<file path="config.mk">
export PLATFORM = sky130hd
export DESIGN_NAME = rational_arithmetic_unit_core_flat
export DESIGN_NICKNAME = d
export VERILOG_FILES = /design/src/design/rau_pkg.sv /design/src/design/rau_in_if.sv /design/src/design/rau_out_if.sv /design/src/design/rational_arithmetic_unit_core.sv /design/src/flat_wrapper.sv
export SDC_FILE = /design/constraint.sdc
export NUM_CORES = 2
export LEC_CHECK = 0
export ABC_AREA = 0
export BUFFER_PORTS_ARGS = -buffer_cell sky130_fd_sc_hd__buf_2
export CORE_ASPECT_RATIO = 0.9
export CORE_MARGIN = 3
export CORE_UTILIZATION = 35
export CTS_CLUSTER_DIAMETER = 120
export DETAILED_ROUTE_END_ITERATION = 10
export GPL_ROUTABILITY_DRIVEN = 0
export HOLD_SLACK_MARGIN = 0.05
export PLACE_DENSITY = 0.49
export SYNTH_ARGS = -nofsm -noshare
export SYNTH_HDL_FRONTEND = slang
export SYNTH_SLANG_ARGS = --single-unit
</file>
<file path="constraint.sdc">
create_clock -name clk -period 10.7 [get_ports clk]
set_input_delay 1.605 -clock clk [delete_from_list [all_inputs] [get_ports clk]]
set_output_delay 1.605 -clock clk [all_outputs]
set_load 0.01 [all_outputs]
</file>
<file path="src/design/rau_pkg.sv">
// rational arithmetic unit package: widths, operation codes, micro-instruction format
// and the micro-program rom with its dispatch table
// no dependencies
package rau_pkg;

  localparam int OPERAND_WIDTH = 16;
  localparam int OP_W          = 3;
  localparam int PROD_W        = 2 * OPERAND_WIDTH;
  localparam int RESULT_W      = PROD_W + 1;
  localparam int MAG_W         = PROD_W;
  localparam int SHIFT_W       = $clog2(MAG_W);
  localparam int UPC_W         = 5;

  typedef enum logic [OP_W-1:0] {
    OP_ADD, OP_SUB, OP_MUL, OP_DIV, OP_NEG, OP_INC, OP_DEC, OP_CMP
  } op_t;

  // multiplier operand selects
  typedef enum logic [1:0] {MA_AN, MA_AD, MA_BN} mul_a_sel_t;
  typedef enum logic [1:0] {MB_BD, MB_BN, MB_AD} mul_b_sel_t;

  // what happens to the registered product
  typedef enum logic [2:0] {
    ACC_NONE, ACC_X_LOAD, ACC_X_ADD, ACC_X_SUB, ACC_Y_LOAD
  } acc_t;

  typedef enum logic [3:0] {
    ACT_NONE, ACT_GCD_INIT, ACT_GCD_STEP, ACT_GCD_FIN, ACT_DIV_LOAD_X,
    ACT_DIV_LOAD_Y, ACT_DIV_STEP, ACT_STORE_NUM, ACT_STORE_DEN, ACT_UNARY,
    ACT_COMPARE, ACT_ERROR
  } act_t;

  typedef enum logic [2:0] {
    SEQ_NEXT, SEQ_JUMP, SEQ_GCD_LOOP, SEQ_DIV_LOOP, SEQ_GZERO, SEQ_DONE
  } seq_t;

  typedef logic [UPC_W-1:0] upc_t;

  typedef struct packed {
    mul_a_sel_t ma;
    mul_b_sel_t mb;
    acc_t       acc;
    act_t       act;
    seq_t       seq;
    upc_t       target;
  } uword_t;

  // micro-program addresses
  localparam upc_t UA_ADD_0  = upc_t'(0);
  localparam upc_t UA_ADD_1  = upc_t'(1);
  localparam upc_t UA_ADD_2  = upc_t'(2);
  localparam upc_t UA_ADD_3  = upc_t'(3);
  localparam upc_t UA_SUB_0  = upc_t'(4);
  localparam upc_t UA_SUB_1  = upc_t'(5);
  localparam upc_t UA_SUB_2  = upc_t'(6);
  localparam upc_t UA_SUB_3  = upc_t'(7);
  localparam upc_t UA_MUL_0  = upc_t'(8);
  localparam upc_t UA_MUL_1  = upc_t'(9);
  localparam upc_t UA_MUL_2  = upc_t'(10);
  localparam upc_t UA_DIV_0  = upc_t'(11);
  localparam upc_t UA_DIV_1  = upc_t'(12);
  localparam upc_t UA_DIV_2  = upc_t'(13);
  localparam upc_t UA_GCD    = upc_t'(14);
  localparam upc_t UA_GLOOP  = upc_t'(15);
  localparam upc_t UA_GFIN   = upc_t'(16);
  localparam upc_t UA_GCHK   = upc_t'(17);
  localparam upc_t UA_DLDX   = upc_t'(18);
  localparam upc_t UA_DLOOPX = upc_t'(19);
  localparam upc_t UA_STNUM  = upc_t'(20);
  localparam upc_t UA_DLDY   = upc_t'(21);
  localparam upc_t UA_DLOOPY = upc_t'(22);
  localparam upc_t UA_STDEN  = upc_t'(23);
  localparam upc_t UA_FIN    = upc_t'(24);
  localparam upc_t UA_ERR    = upc_t'(25);
  localparam upc_t UA_UNARY  = upc_t'(26);
  localparam upc_t UA_CMP_0  = upc_t'(27);
  localparam upc_t UA_CMP_1  = upc_t'(28);
  localparam upc_t UA_CMP_2  = upc_t'(29);
  localparam upc_t UA_CMP_3  = upc_t'(30);

  function automatic uword_t mk(mul_a_sel_t ma, mul_b_sel_t mb, acc_t acc, act_t act,
                                seq_t seq, upc_t target);
    uword_t w;
    w.ma     = ma;
    w.mb     = mb;
    w.acc    = acc;
    w.act    = act;
    w.seq    = seq;
    w.target = target;
    return w;
  endfunction

  // micro-program rom
  function automatic uword_t ucode(upc_t a);
    uword_t w;
    unique case (a)
      UA_ADD_0:  w = mk(MA_AN, MB_BD, ACC_NONE,   ACT_NONE,       SEQ_NEXT,     UA_FIN);
      UA_ADD_1:  w = mk(MA_BN, MB_AD, ACC_X_LOAD, ACT_NONE,       SEQ_NEXT,     UA_FIN);
      UA_ADD_2:  w = mk(MA_AD, MB_BD, ACC_X_ADD,  ACT_NONE,       SEQ_NEXT,     UA_FIN);
      UA_ADD_3:  w = mk(MA_AN, MB_BD, ACC_Y_LOAD, ACT_NONE,       SEQ_JUMP,     UA_GCD);
      UA_SUB_0:  w = mk(MA_AN, MB_BD, ACC_NONE,   ACT_NONE,       SEQ_NEXT,     UA_FIN);
      UA_SUB_1:  w = mk(MA_BN, MB_AD, ACC_X_LOAD, ACT_NONE,       SEQ_NEXT,     UA_FIN);
      UA_SUB_2:  w = mk(MA_AD, MB_BD, ACC_X_SUB,  ACT_NONE,       SEQ_NEXT,     UA_FIN);
      UA_SUB_3:  w = mk(MA_AN, MB_BD, ACC_Y_LOAD, ACT_NONE,       SEQ_JUMP,     UA_GCD);
      UA_MUL_0:  w = mk(MA_AN, MB_BN, ACC_NONE,   ACT_NONE,       SEQ_NEXT,     UA_FIN);
      UA_MUL_1:  w = mk(MA_AD, MB_BD, ACC_X_LOAD, ACT_NONE,       SEQ_NEXT,     UA_FIN);
      UA_MUL_2:  w = mk(MA_AN, MB_BD, ACC_Y_LOAD, ACT_NONE,       SEQ_JUMP,     UA_GCD);
      UA_DIV_0:  w = mk(MA_AN, MB_BD, ACC_NONE,   ACT_NONE,       SEQ_NEXT,     UA_FIN);
      UA_DIV_1:  w = mk(MA_AD, MB_BN, ACC_X_LOAD, ACT_NONE,       SEQ_NEXT,     UA_FIN);
      UA_DIV_2:  w = mk(MA_AN, MB_BD, ACC_Y_LOAD, ACT_NONE,       SEQ_NEXT,     UA_FIN);
      UA_GCD:    w = mk(MA_AN, MB_BD, ACC_NONE,   ACT_GCD_INIT,   SEQ_NEXT,     UA_FIN);
      UA_GLOOP:  w = mk(MA_AN, MB_BD, ACC_NONE,   ACT_GCD_STEP,   SEQ_GCD_LOOP, UA_FIN);
      UA_GFIN:   w = mk(MA_AN, MB_BD, ACC_NONE,   ACT_GCD_FIN,    SEQ_NEXT,     UA_FIN);
      UA_GCHK:   w = mk(MA_AN, MB_BD, ACC_NONE,   ACT_NONE,       SEQ_GZERO,    UA_ERR);
      UA_DLDX:   w = mk(MA_AN, MB_BD, ACC_NONE,   ACT_DIV_LOAD_X, SEQ_NEXT,     UA_FIN);
      UA_DLOOPX: w = mk(MA_AN, MB_BD, ACC_NONE,   ACT_DIV_STEP,   SEQ_DIV_LOOP, UA_FIN);
      UA_STNUM:  w = mk(MA_AN, MB_BD, ACC_NONE,   ACT_STORE_NUM,  SEQ_NEXT,     UA_FIN);
      UA_DLDY:   w = mk(MA_AN, MB_BD, ACC_NONE,   ACT_DIV_LOAD_Y, SEQ_NEXT,     UA_FIN);
      UA_DLOOPY: w = mk(MA_AN, MB_BD, ACC_NONE,   ACT_DIV_STEP,   SEQ_DIV_LOOP, UA_FIN);
      UA_STDEN:  w = mk(MA_AN, MB_BD, ACC_NONE,   ACT_STORE_DEN,  SEQ_NEXT,     UA_FIN);
      UA_FIN:    w = mk(MA_AN, MB_BD, ACC_NONE,   ACT_NONE,       SEQ_DONE,     UA_FIN);
      UA_ERR:    w = mk(MA_AN, MB_BD, ACC_NONE,   ACT_ERROR,      SEQ_JUMP,     UA_FIN);
      UA_UNARY:  w = mk(MA_AN, MB_BD, ACC_NONE,   ACT_UNARY,      SEQ_JUMP,     UA_FIN);
      UA_CMP_0:  w = mk(MA_AN, MB_BD, ACC_NONE,   ACT_NONE,       SEQ_NEXT,     UA_FIN);
      UA_CMP_1:  w = mk(MA_BN, MB_AD, ACC_X_LOAD, ACT_NONE,       SEQ_NEXT,     UA_FIN);
      UA_CMP_2:  w = mk(MA_AN, MB_BD, ACC_Y_LOAD, ACT_NONE,       SEQ_NEXT,     UA_FIN);
      UA_CMP_3:  w = mk(MA_AN, MB_BD, ACC_NONE,   ACT_COMPARE,    SEQ_JUMP,     UA_FIN);
      default:   w = mk(MA_AN, MB_BD, ACC_NONE,   ACT_NONE,       SEQ_JUMP,     UA_FIN);
    endcase
    return w;
  endfunction

  // dispatch: first micro-instruction of each operation
  function automatic upc_t entry_addr(op_t op);
    upc_t a;
    unique case (op)
      OP_ADD:  a = UA_ADD_0;
      OP_SUB:  a = UA_SUB_0;
      OP_MUL:  a = UA_MUL_0;
      OP_DIV:  a = UA_DIV_0;
      OP_NEG:  a = UA_UNARY;
      OP_INC:  a = UA_UNARY;
      OP_DEC:  a = UA_UNARY;
      OP_CMP:  a = UA_CMP_0;
      default: a = UA_FIN;
    endcase
    return a;
  endfunction

endpackage

</file>
<file path="src/design/rau_in_if.sv">
// request channel of the rational arithmetic unit: valid/ready plus operands
// depends on rau_pkg
interface rau_in_if;
  logic                                      valid;
  logic                                      ready;
  logic        [rau_pkg::OP_W-1:0]           operation;
  logic signed [rau_pkg::OPERAND_WIDTH-1:0]  a_numerator;
  logic signed [rau_pkg::OPERAND_WIDTH-1:0]  a_denominator;
  logic signed [rau_pkg::OPERAND_WIDTH-1:0]  b_numerator;
  logic signed [rau_pkg::OPERAND_WIDTH-1:0]  b_denominator;

  modport source (
    output valid, operation, a_numerator, a_denominator, b_numerator, b_denominator,
    input  ready
  );
  modport sink (
    input  valid, operation, a_numerator, a_denominator, b_numerator, b_denominator,
    output ready
  );
endinterface

</file>
<file path="src/design/rau_out_if.sv">
// result channel of the rational arithmetic unit: valid/ready plus result fields
// depends on rau_pkg
interface rau_out_if;
  logic                                 valid;
  logic                                 ready;
  logic signed [rau_pkg::RESULT_W-1:0]  result_numerator;
  logic signed [rau_pkg::RESULT_W-1:0]  result_denominator;
  logic                                 is_less;
  logic                                 is_equal;
  logic                                 is_greater;
  logic                                 error;

  modport source (
    output valid, result_numerator, result_denominator, is_less, is_equal, is_greater,
           error,
    input  ready
  );
  modport sink (
    input  valid, result_numerator, result_denominator, is_less, is_equal, is_greater,
           error,
    output ready
  );
endinterface

</file>
<file path="src/design/rational_arithmetic_unit_core.sv">
// rational arithmetic unit, one request at a time under a microcoded sequencer
// add/sub/mul/div reduce their result by a binary gcd, one subtract or shift per
// iteration; compare and negate/inc/dec skip the gcd
// the next request is taken only once the sequencer has finished the last one, and may be taken while a result waits
// reset: synchronous active-low rst_n clears the sequencer and the result valid
// depends on rau_pkg, rau_in_if, rau_out_if
module rational_arithmetic_unit_core (
  input  logic     clk,
  input  logic     rst_n,
  rau_in_if.sink   in_chan,
  rau_out_if.source out_chan
);
  import rau_pkg::*;

  // sequencer
  logic   busy_r, busy_nxt;
  upc_t   upc_r, upc_nxt;
  uword_t uw;
  logic   finish;
  logic   in_accept;
  logic   out_free;

  // operands
  op_t                          op_r;
  logic signed [OPERAND_WIDTH-1:0] an_r, ad_r, bn_r, bd_r;

  // multiplier and cross-product accumulators
  logic signed [OPERAND_WIDTH-1:0] mul_a, mul_b;
  logic signed [PROD_W-1:0]        prod_nxt, prod_r;
  logic signed [RESULT_W-1:0]      prod_ext;
  logic signed [RESULT_W-1:0]      x_r, y_r;

  // binary gcd
  logic [MAG_W-1:0]   p_r, q_r, g_r, p_nxt, q_nxt, g_fin;
  logic [SHIFT_W-1:0] k_r, k_nxt;
  logic               gcd_done;
  logic [RESULT_W-1:0] x_neg, y_neg;
  logic [MAG_W-1:0]   x_mag, y_mag;

  // restoring divider, one quotient bit per step
  logic [MAG_W-1:0]   dq_r, rem_r, dq_nxt, rem_nxt;
  logic [SHIFT_W-1:0] cnt_r;
  logic [MAG_W:0]     div_shift, div_diff;
  logic               div_ge;
  logic               div_last;
  logic signed [RESULT_W-1:0] quo_pos, quo_signed;

  // unary ops and compare
  logic signed [RESULT_W-1:0] an_ext, ad_ext, unary_num;
  logic                       cmp_flip;

  // working result and output register
  logic signed [RESULT_W-1:0] num_r, den_r;
  logic                       lt_r, eq_r, gt_r, err_r;
  logic                       ov_r;
  logic signed [RESULT_W-1:0] onum_r, oden_r;
  logic                       olt_r, oeq_r, ogt_r, oerr_r;

  // handshakes: a new request is taken whenever the sequencer is idle
  assign in_chan.ready = !busy_r;
  assign in_accept     = in_chan.valid && !busy_r;
  assign out_free      = !ov_r || out_chan.ready;

  // current micro-instruction
  assign uw = ucode(upc_r);

  // conditions tested by the sequencer
  assign gcd_done = (p_r == '0) || (q_r == '0);
  assign div_last = (cnt_r == SHIFT_W'(MAG_W - 1));

  // next micro-address
  always_comb begin
    busy_nxt = busy_r;
    upc_nxt  = upc_r;
    finish   = 1'b0;
    if (!busy_r) begin
      if (in_accept) begin
        busy_nxt = 1'b1;
        upc_nxt  = entry_addr(op_t'(in_chan.operation));
      end
    end else begin
      unique case (uw.seq)
        SEQ_NEXT:     upc_nxt = upc_r + upc_t'(1);
        SEQ_JUMP:     upc_nxt = uw.target;
        SEQ_GCD_LOOP: upc_nxt = gcd_done ? upc_r + upc_t'(1) : upc_r;
        SEQ_DIV_LOOP: upc_nxt = div_last ? upc_r + upc_t'(1) : upc_r;
        SEQ_GZERO:    upc_nxt = (g_r == '0) ? uw.target : upc_r + upc_t'(1);
        SEQ_DONE: begin
          // hold here until the output register is free
          if (out_free) begin
            busy_nxt = 1'b0;
            finish   = 1'b1;
          end
        end
        default:      upc_nxt = UA_FIN;
      endcase
    end
  end

  // multiplier operand steering from the control word
  always_comb begin
    unique case (uw.ma)
      MA_AN:   mul_a = an_r;
      MA_AD:   mul_a = ad_r;
      MA_BN:   mul_a = bn_r;
      default: mul_a = an_r;
    endcase
    unique case (uw.mb)
      MB_BD:   mul_b = bd_r;
      MB_BN:   mul_b = bn_r;
      MB_AD:   mul_b = ad_r;
      default: mul_b = bd_r;
    endcase
  end

  assign prod_nxt = mul_a * mul_b;
  assign prod_ext = {prod_r[PROD_W-1], prod_r};

  // magnitudes of the cross products
  assign x_neg = -x_r;
  assign y_neg = -y_r;
  assign x_mag = x_r[RESULT_W-1] ? x_neg[MAG_W-1:0] : x_r[MAG_W-1:0];
  assign y_mag = y_r[RESULT_W-1] ? y_neg[MAG_W-1:0] : y_r[MAG_W-1:0];

  // one binary gcd step: strip shared twos, strip lone twos, else subtract smaller
  always_comb begin
    p_nxt = p_r;
    q_nxt = q_r;
    k_nxt = k_r;
    priority if (!p_r[0] && !q_r[0]) begin
      p_nxt = p_r >> 1;
      q_nxt = q_r >> 1;
      k_nxt = k_r + SHIFT_W'(1);
    end else if (!p_r[0]) begin
      p_nxt = p_r >> 1;
    end else if (!q_r[0]) begin
      q_nxt = q_r >> 1;
    end else if (p_r >= q_r) begin
      p_nxt = p_r - q_r;
    end else begin
      q_nxt = q_r - p_r;
    end
  end

  // one of p, q is zero here, so the or picks the other
  assign g_fin = (p_r | q_r) << k_r;

  // divider step
  assign div_shift = {rem_r, dq_r[MAG_W-1]};
  assign div_ge    = div_shift >= {1'b0, g_r};
  assign div_diff  = div_shift - {1'b0, g_r};
  assign rem_nxt   = div_ge ? div_diff[MAG_W-1:0] : div_shift[MAG_W-1:0];
  assign dq_nxt    = {dq_r[MAG_W-2:0], div_ge};

  // quotient gets the sign of the part it came from
  assign quo_pos    = {1'b0, dq_r};
  assign quo_signed = (uw.act == ACT_STORE_NUM) ? (x_r[RESULT_W-1] ? -quo_pos : quo_pos)
                                                : (y_r[RESULT_W-1] ? -quo_pos : quo_pos);

  // negate, increment, decrement of a
  assign an_ext = {{(RESULT_W-OPERAND_WIDTH){an_r[OPERAND_WIDTH-1]}}, an_r};
  assign ad_ext = {{(RESULT_W-OPERAND_WIDTH){ad_r[OPERAND_WIDTH-1]}}, ad_r};
  always_comb begin
    unique case (op_r)
      OP_NEG:  unary_num = -an_ext;
      OP_INC:  unary_num = an_ext + ad_ext;
      OP_DEC:  unary_num = an_ext - ad_ext;
      default: unary_num = an_ext;
    endcase
  end

  // a negative denominator on exactly one side reverses the cross-product order
  assign cmp_flip = ad_r[OPERAND_WIDTH-1] ^ bd_r[OPERAND_WIDTH-1];

  // control state
  always_ff @(posedge clk) begin
    if (!rst_n) begin
      busy_r <= 1'b0;
      upc_r  <= UA_FIN;
      ov_r   <= 1'b0;
    end else begin
      busy_r <= busy_nxt;
      upc_r  <= upc_nxt;
      if (finish) begin
        ov_r <= 1'b1;
      end else if (out_chan.ready) begin
        ov_r <= 1'b0;
      end
    end
  end

  // datapath
  always_ff @(posedge clk) begin
    if (in_accept) begin
      op_r  <= op_t'(in_chan.operation);
      an_r  <= in_chan.a_numerator;
      ad_r  <= in_chan.a_denominator;
      bn_r  <= in_chan.b_numerator;
      bd_r  <= in_chan.b_denominator;
      num_r <= '0;
      den_r <= '0;
      lt_r  <= 1'b0;
      eq_r  <= 1'b0;
      gt_r  <= 1'b0;
      err_r <= 1'b0;
    end
    if (busy_r) begin
      prod_r <= prod_nxt;
      unique case (uw.acc)
        ACC_X_LOAD: x_r <= prod_ext;
        ACC_X_ADD:  x_r <= x_r + prod_ext;
        ACC_X_SUB:  x_r <= x_r - prod_ext;
        ACC_Y_LOAD: y_r <= prod_ext;
        default: ;
      endcase
      unique case (uw.act)
        ACT_GCD_INIT: begin
          p_r <= x_mag;
          q_r <= y_mag;
          k_r <= '0;
        end
        ACT_GCD_STEP: begin
          if (!gcd_done) begin
            p_r <= p_nxt;
            q_r <= q_nxt;
            k_r <= k_nxt;
          end
        end
        ACT_GCD_FIN:  g_r <= g_fin;
        ACT_DIV_LOAD_X: begin
          dq_r  <= x_mag;
          rem_r <= '0;
          cnt_r <= '0;
        end
        ACT_DIV_LOAD_Y: begin
          dq_r  <= y_mag;
          rem_r <= '0;
          cnt_r <= '0;
        end
        ACT_DIV_STEP: begin
          dq_r  <= dq_nxt;
          rem_r <= rem_nxt;
          cnt_r <= cnt_r + SHIFT_W'(1);
        end
        ACT_STORE_NUM: num_r <= quo_signed;
        ACT_STORE_DEN: den_r <= quo_signed;
        ACT_UNARY: begin
          num_r <= unary_num;
          den_r <= ad_ext;
        end
        ACT_COMPARE: begin
          if (ad_r == '0 || bd_r == '0) begin
            err_r <= 1'b1;
          end else if (x_r == y_r) begin
            eq_r <= 1'b1;
          end else if ((x_r < y_r) != cmp_flip) begin
            lt_r <= 1'b1;
          end else begin
            gt_r <= 1'b1;
          end
        end
        ACT_ERROR:    err_r <= 1'b1;
        default: ;
      endcase
    end
    if (finish) begin
      onum_r <= num_r;
      oden_r <= den_r;
      olt_r  <= lt_r;
      oeq_r  <= eq_r;
      ogt_r  <= gt_r;
      oerr_r <= err_r;
    end
  end

  assign out_chan.valid              = ov_r;
  assign out_chan.result_numerator   = onum_r;
  assign out_chan.result_denominator = oden_r;
  assign out_chan.is_less            = olt_r;
  assign out_chan.is_equal           = oeq_r;
  assign out_chan.is_greater         = ogt_r;
  assign out_chan.error              = oerr_r;

endmodule

</file>
<file path="src/flat_wrapper.sv">
// flat-port wrapper written by rule: the top's interface ports become plain ports
module rational_arithmetic_unit_core_flat import rau_pkg::*;
  (clk, rst_n, in_chan_valid, in_chan_operation, in_chan_a_numerator, in_chan_a_denominator, in_chan_b_numerator, in_chan_b_denominator, in_chan_ready, out_chan_valid, out_chan_result_numerator, out_chan_result_denominator, out_chan_is_less, out_chan_is_equal, out_chan_is_greater, out_chan_error, out_chan_ready);
  rau_in_if in_chan_i ();
  rau_out_if out_chan_i ();
  input  logic clk;
  input  logic rst_n;
  input wire logic [$bits(in_chan_i.valid)-1:0] in_chan_valid;
  input wire logic [$bits(in_chan_i.operation)-1:0] in_chan_operation;
  input wire logic [$bits(in_chan_i.a_numerator)-1:0] in_chan_a_numerator;
  input wire logic [$bits(in_chan_i.a_denominator)-1:0] in_chan_a_denominator;
  input wire logic [$bits(in_chan_i.b_numerator)-1:0] in_chan_b_numerator;
  input wire logic [$bits(in_chan_i.b_denominator)-1:0] in_chan_b_denominator;
  output wire logic [$bits(in_chan_i.ready)-1:0] in_chan_ready;
  output wire logic [$bits(out_chan_i.valid)-1:0] out_chan_valid;
  output wire logic [$bits(out_chan_i.result_numerator)-1:0] out_chan_result_numerator;
  output wire logic [$bits(out_chan_i.result_denominator)-1:0] out_chan_result_denominator;
  output wire logic [$bits(out_chan_i.is_less)-1:0] out_chan_is_less;
  output wire logic [$bits(out_chan_i.is_equal)-1:0] out_chan_is_equal;
  output wire logic [$bits(out_chan_i.is_greater)-1:0] out_chan_is_greater;
  output wire logic [$bits(out_chan_i.error)-1:0] out_chan_error;
  input wire logic [$bits(out_chan_i.ready)-1:0] out_chan_ready;
  assign in_chan_i.valid = in_chan_valid;
  assign in_chan_i.operation = in_chan_operation;
  assign in_chan_i.a_numerator = in_chan_a_numerator;
  assign in_chan_i.a_denominator = in_chan_a_denominator;
  assign in_chan_i.b_numerator = in_chan_b_numerator;
  assign in_chan_i.b_denominator = in_chan_b_denominator;
  assign in_chan_ready = in_chan_i.ready;
  assign out_chan_valid = out_chan_i.valid;
  assign out_chan_result_numerator = out_chan_i.result_numerator;
  assign out_chan_result_denominator = out_chan_i.result_denominator;
  assign out_chan_is_less = out_chan_i.is_less;
  assign out_chan_is_equal = out_chan_i.is_equal;
  assign out_chan_is_greater = out_chan_i.is_greater;
  assign out_chan_error = out_chan_i.error;
  assign out_chan_i.ready = out_chan_ready;
  rational_arithmetic_unit_core u_core (.clk(clk), .rst_n(rst_n), .in_chan(in_chan_i), .out_chan(out_chan_i));
endmodule
</file>
==> run summary <==
Boundary pin count: 143
Drt pass-1 iters: 6
Post-Syn Area: 43900 um2
Maxcap violations: 0
H-tree depth: 2
DR vias/cell: 5.49
Main area contributors after synthesis: edfxtp_1 28%, fa_1 12%, ha_1 9.3%, inv_1 4.6%, dfxtp_1 4.2%
Synth Area in Adders: 0.216
Clock tree from TritonCTS: done
Max frequency: 0.113 GHz
Post-route cell area: 48400 um2
XOR/XNOR Fraction of Synth Area: 0.0593
CTS sink cnt: 497
DR vias: 35463
CTS clk-pin slew, worst paths: 60 ps
First-pass GRT wire length: 216 mm
Setup ws final: 1870 ps
Vias in the first global route: 34190
Residual DRC: 0
Routed WL: 142 mm
Post-CTS sizing: 0
Register area share after synthesis: 0.319
Final setup fails: 0
Fin Clk Skew: 45.6 ps
Die height: 342 um
Num CTS Buffers: 59
Initial antenna violation count: 7
CP dominant cell by count: fa_1
Placed cells: 6350
HP Class: reg2reg
Clock Path Buffers: 3
Die ar.: 130000 um2
Pre-CTS WS: 1970 ps
Post-DP Area: 46400 um2
Main combinational cell family by area after synthesis: adder cells
Detailed Place HPWL: 113 mm
Cell count after synthesis: 4686
Asr flop ratio synth: 0
Core Box Area: 124000 um2
GR Util All Layers: 0.217
Largest net degree at the start of global routing: 78
Status: complete, no violations
Layout fillers: 12433
Unique cell type count in the Yosys netlist: 83
Area leader, netlist: edfxtp_1
Post-synth EDFFs: 404
Max-slew violation count: 0
Hold-fix buffers at CTS: 0
Starting Density: 0.355
Worst setup EP type: flop
Slowest library cell on the worst path: o21ai_1
Most used DFF post-synth: edfxtp_1
Mean area per synthesized cell: 9.37 um2
Final ANT Viol Nets: 0
Die Wd: 379 um
Non-Filler Instances: 6458
Setup TNS: 0 ps
Slew @ Worst Pin: 1170 ps
Critical path class: reg2reg
Top cell type's share of synthesized area: 0.276
Register bit count reported by yosys: 497
WP data arrival: 9230 ps
Synth Area in Compound Gates: 0.182
Simple-gate share of the synthesized area: 0.131
Fin. Hold Viols: 0
IO buf count: 142
Row count: 122
Proportion of layout cells with a drive suffix above 1: 0.0824
Avg WL per Cell: 22.0 um
Unrepaired setup endpoints after global routing: false
Min cycle time layout: 8830 ps
Total gr overflow: 0
Total Nets Final: 5404
Initial drt markers: 3262
Root buf cell: clkbuf_16
Worst-path maximum fanout: 31
Post-synth top cells: 536 x inv_1, 404 x edfxtp_1, 404 x nand2_1
Most common cell in the synthesized netlist: inv_1
Area grow syn2layout: 10.2%
Worst-Skew Late Latency: 680 ps
Post-synthesis mux area share: 0.0286
Critical path's largest stage delay: 850 ps
Crit path launch type: flop
Syn. warnings: 0
Syn_nets: 5353
Relative slew slack: 0.211
CP required: 11090 ps
Setup bufs post-CTS: 0
Period utilization: 0.825
kinds of logic after synthesis:
kind of cell | count (synthesis)
AO/OA/AOI/OAI | 1196
XOR/XNOR | 297
adder cells (fa/ha/maj) | 596
buffers and inverters | 755
flip-flops | 497
multiplexers | 91
AND/OR/NAND/NOR | 1254
final cells by class:
type | instances | area (um2) | area share
Sequential cell | 497 | 14000 | 0.289
Multi-Input combinational cell | 3434 | 27100 | 0.561
Clock buffer | 69 | 1530 | 0.0317
Tap cell | 1674 | 2090 | 0.0433
Timing Repair Buffer | 203 | 1170 | 0.0242
Clock inverter | 38 | 415 | 0.00859
Inverter | 542 | 2030 | 0.0420
Antenna cell | 1 | 2.50 | 0.0000517
through the flow:
step           hold WS [ps]  utilization
2_1_floorplan           408            -
3_3_place_gp            419        0.375
3_5_place_dp            418        0.375
4_1_cts                 432        0.391
5_1_grt                 447        0.391
6_report                433        0.391
placed cells by master (no fill, tap or decap), drive strengths merged, types with 26 or more instances in the layout:
master,n
a211oi,65
nand2b,40
nor2,394
mux2i,49
o21bai,46
nor2b,46
xor2,109
nor4,51
o21ai,232
nor3,91
nand2,404
xnor2,188
o31ai,45
edfxtp,404
nand4,30
o21a,51
a21o,65
a21oi,294
dfxtp,93
fa,268
or3,46
a22oi,63
o22ai,37
a22o,46
a221oi,55
nand3,50
ha,328
mux4,26
buf,203
inv,543
clkbuf,69
o221ai,46
worst max-delay path: cells and delay by family, from the launching register on:
kind / cells / cell delay [ps]
AOI/OAI and AO/OA: 10 / 3270
xor gates and xnor gates: 1 / 70
adders and majority gates: 8 / 3990
buffers and inverters: 5 / 560
DFF: 1 / 370
and+or+nand+nor: 2 / 310
state kept, by name, summed over array words and instances (netlist names), 33 cells and up:
signal and cells:
u_core.out_chan.result_numerator 33, u_core.out_chan.result_denominator 33, u_core.x_r 33, u_core.den_r 33
u_core.num_r 33
final timing paths:
kind,startpoint,to,slack (ps),cells past startpoint
setup / recovery,u_core.uw[16]$_DFF_P_,u_core.prod_r[31]$_DFFE_PP_,1870,26
hold / removal,u_core.num_r[1]$_DFF_P_,u_core.out_chan.result_numerator[1]$_DFFE_PP_,430,0
hold reg to reg,u_core.num_r[1]$_DFF_P_,u_core.out_chan.result_numerator[1]$_DFFE_PP_,430,0
setup reg to reg,u_core.uw[16]$_DFF_P_,u_core.prod_r[31]$_DFFE_PP_,1870,26
routing by layer:
metal,track usage,part of all wire,up-vias
li1,-,-,16694
met1,0.325,0.48,17446
met2,0.310,0.41,1147
met3,0.0542,0.085,174
met4,0.0514,0.023,2
met5,0,0.00011,-
Power is left out: the tool's default activity adds up to more than one toggle a clock period on the data nets, which glitch-free logic cannot reach.
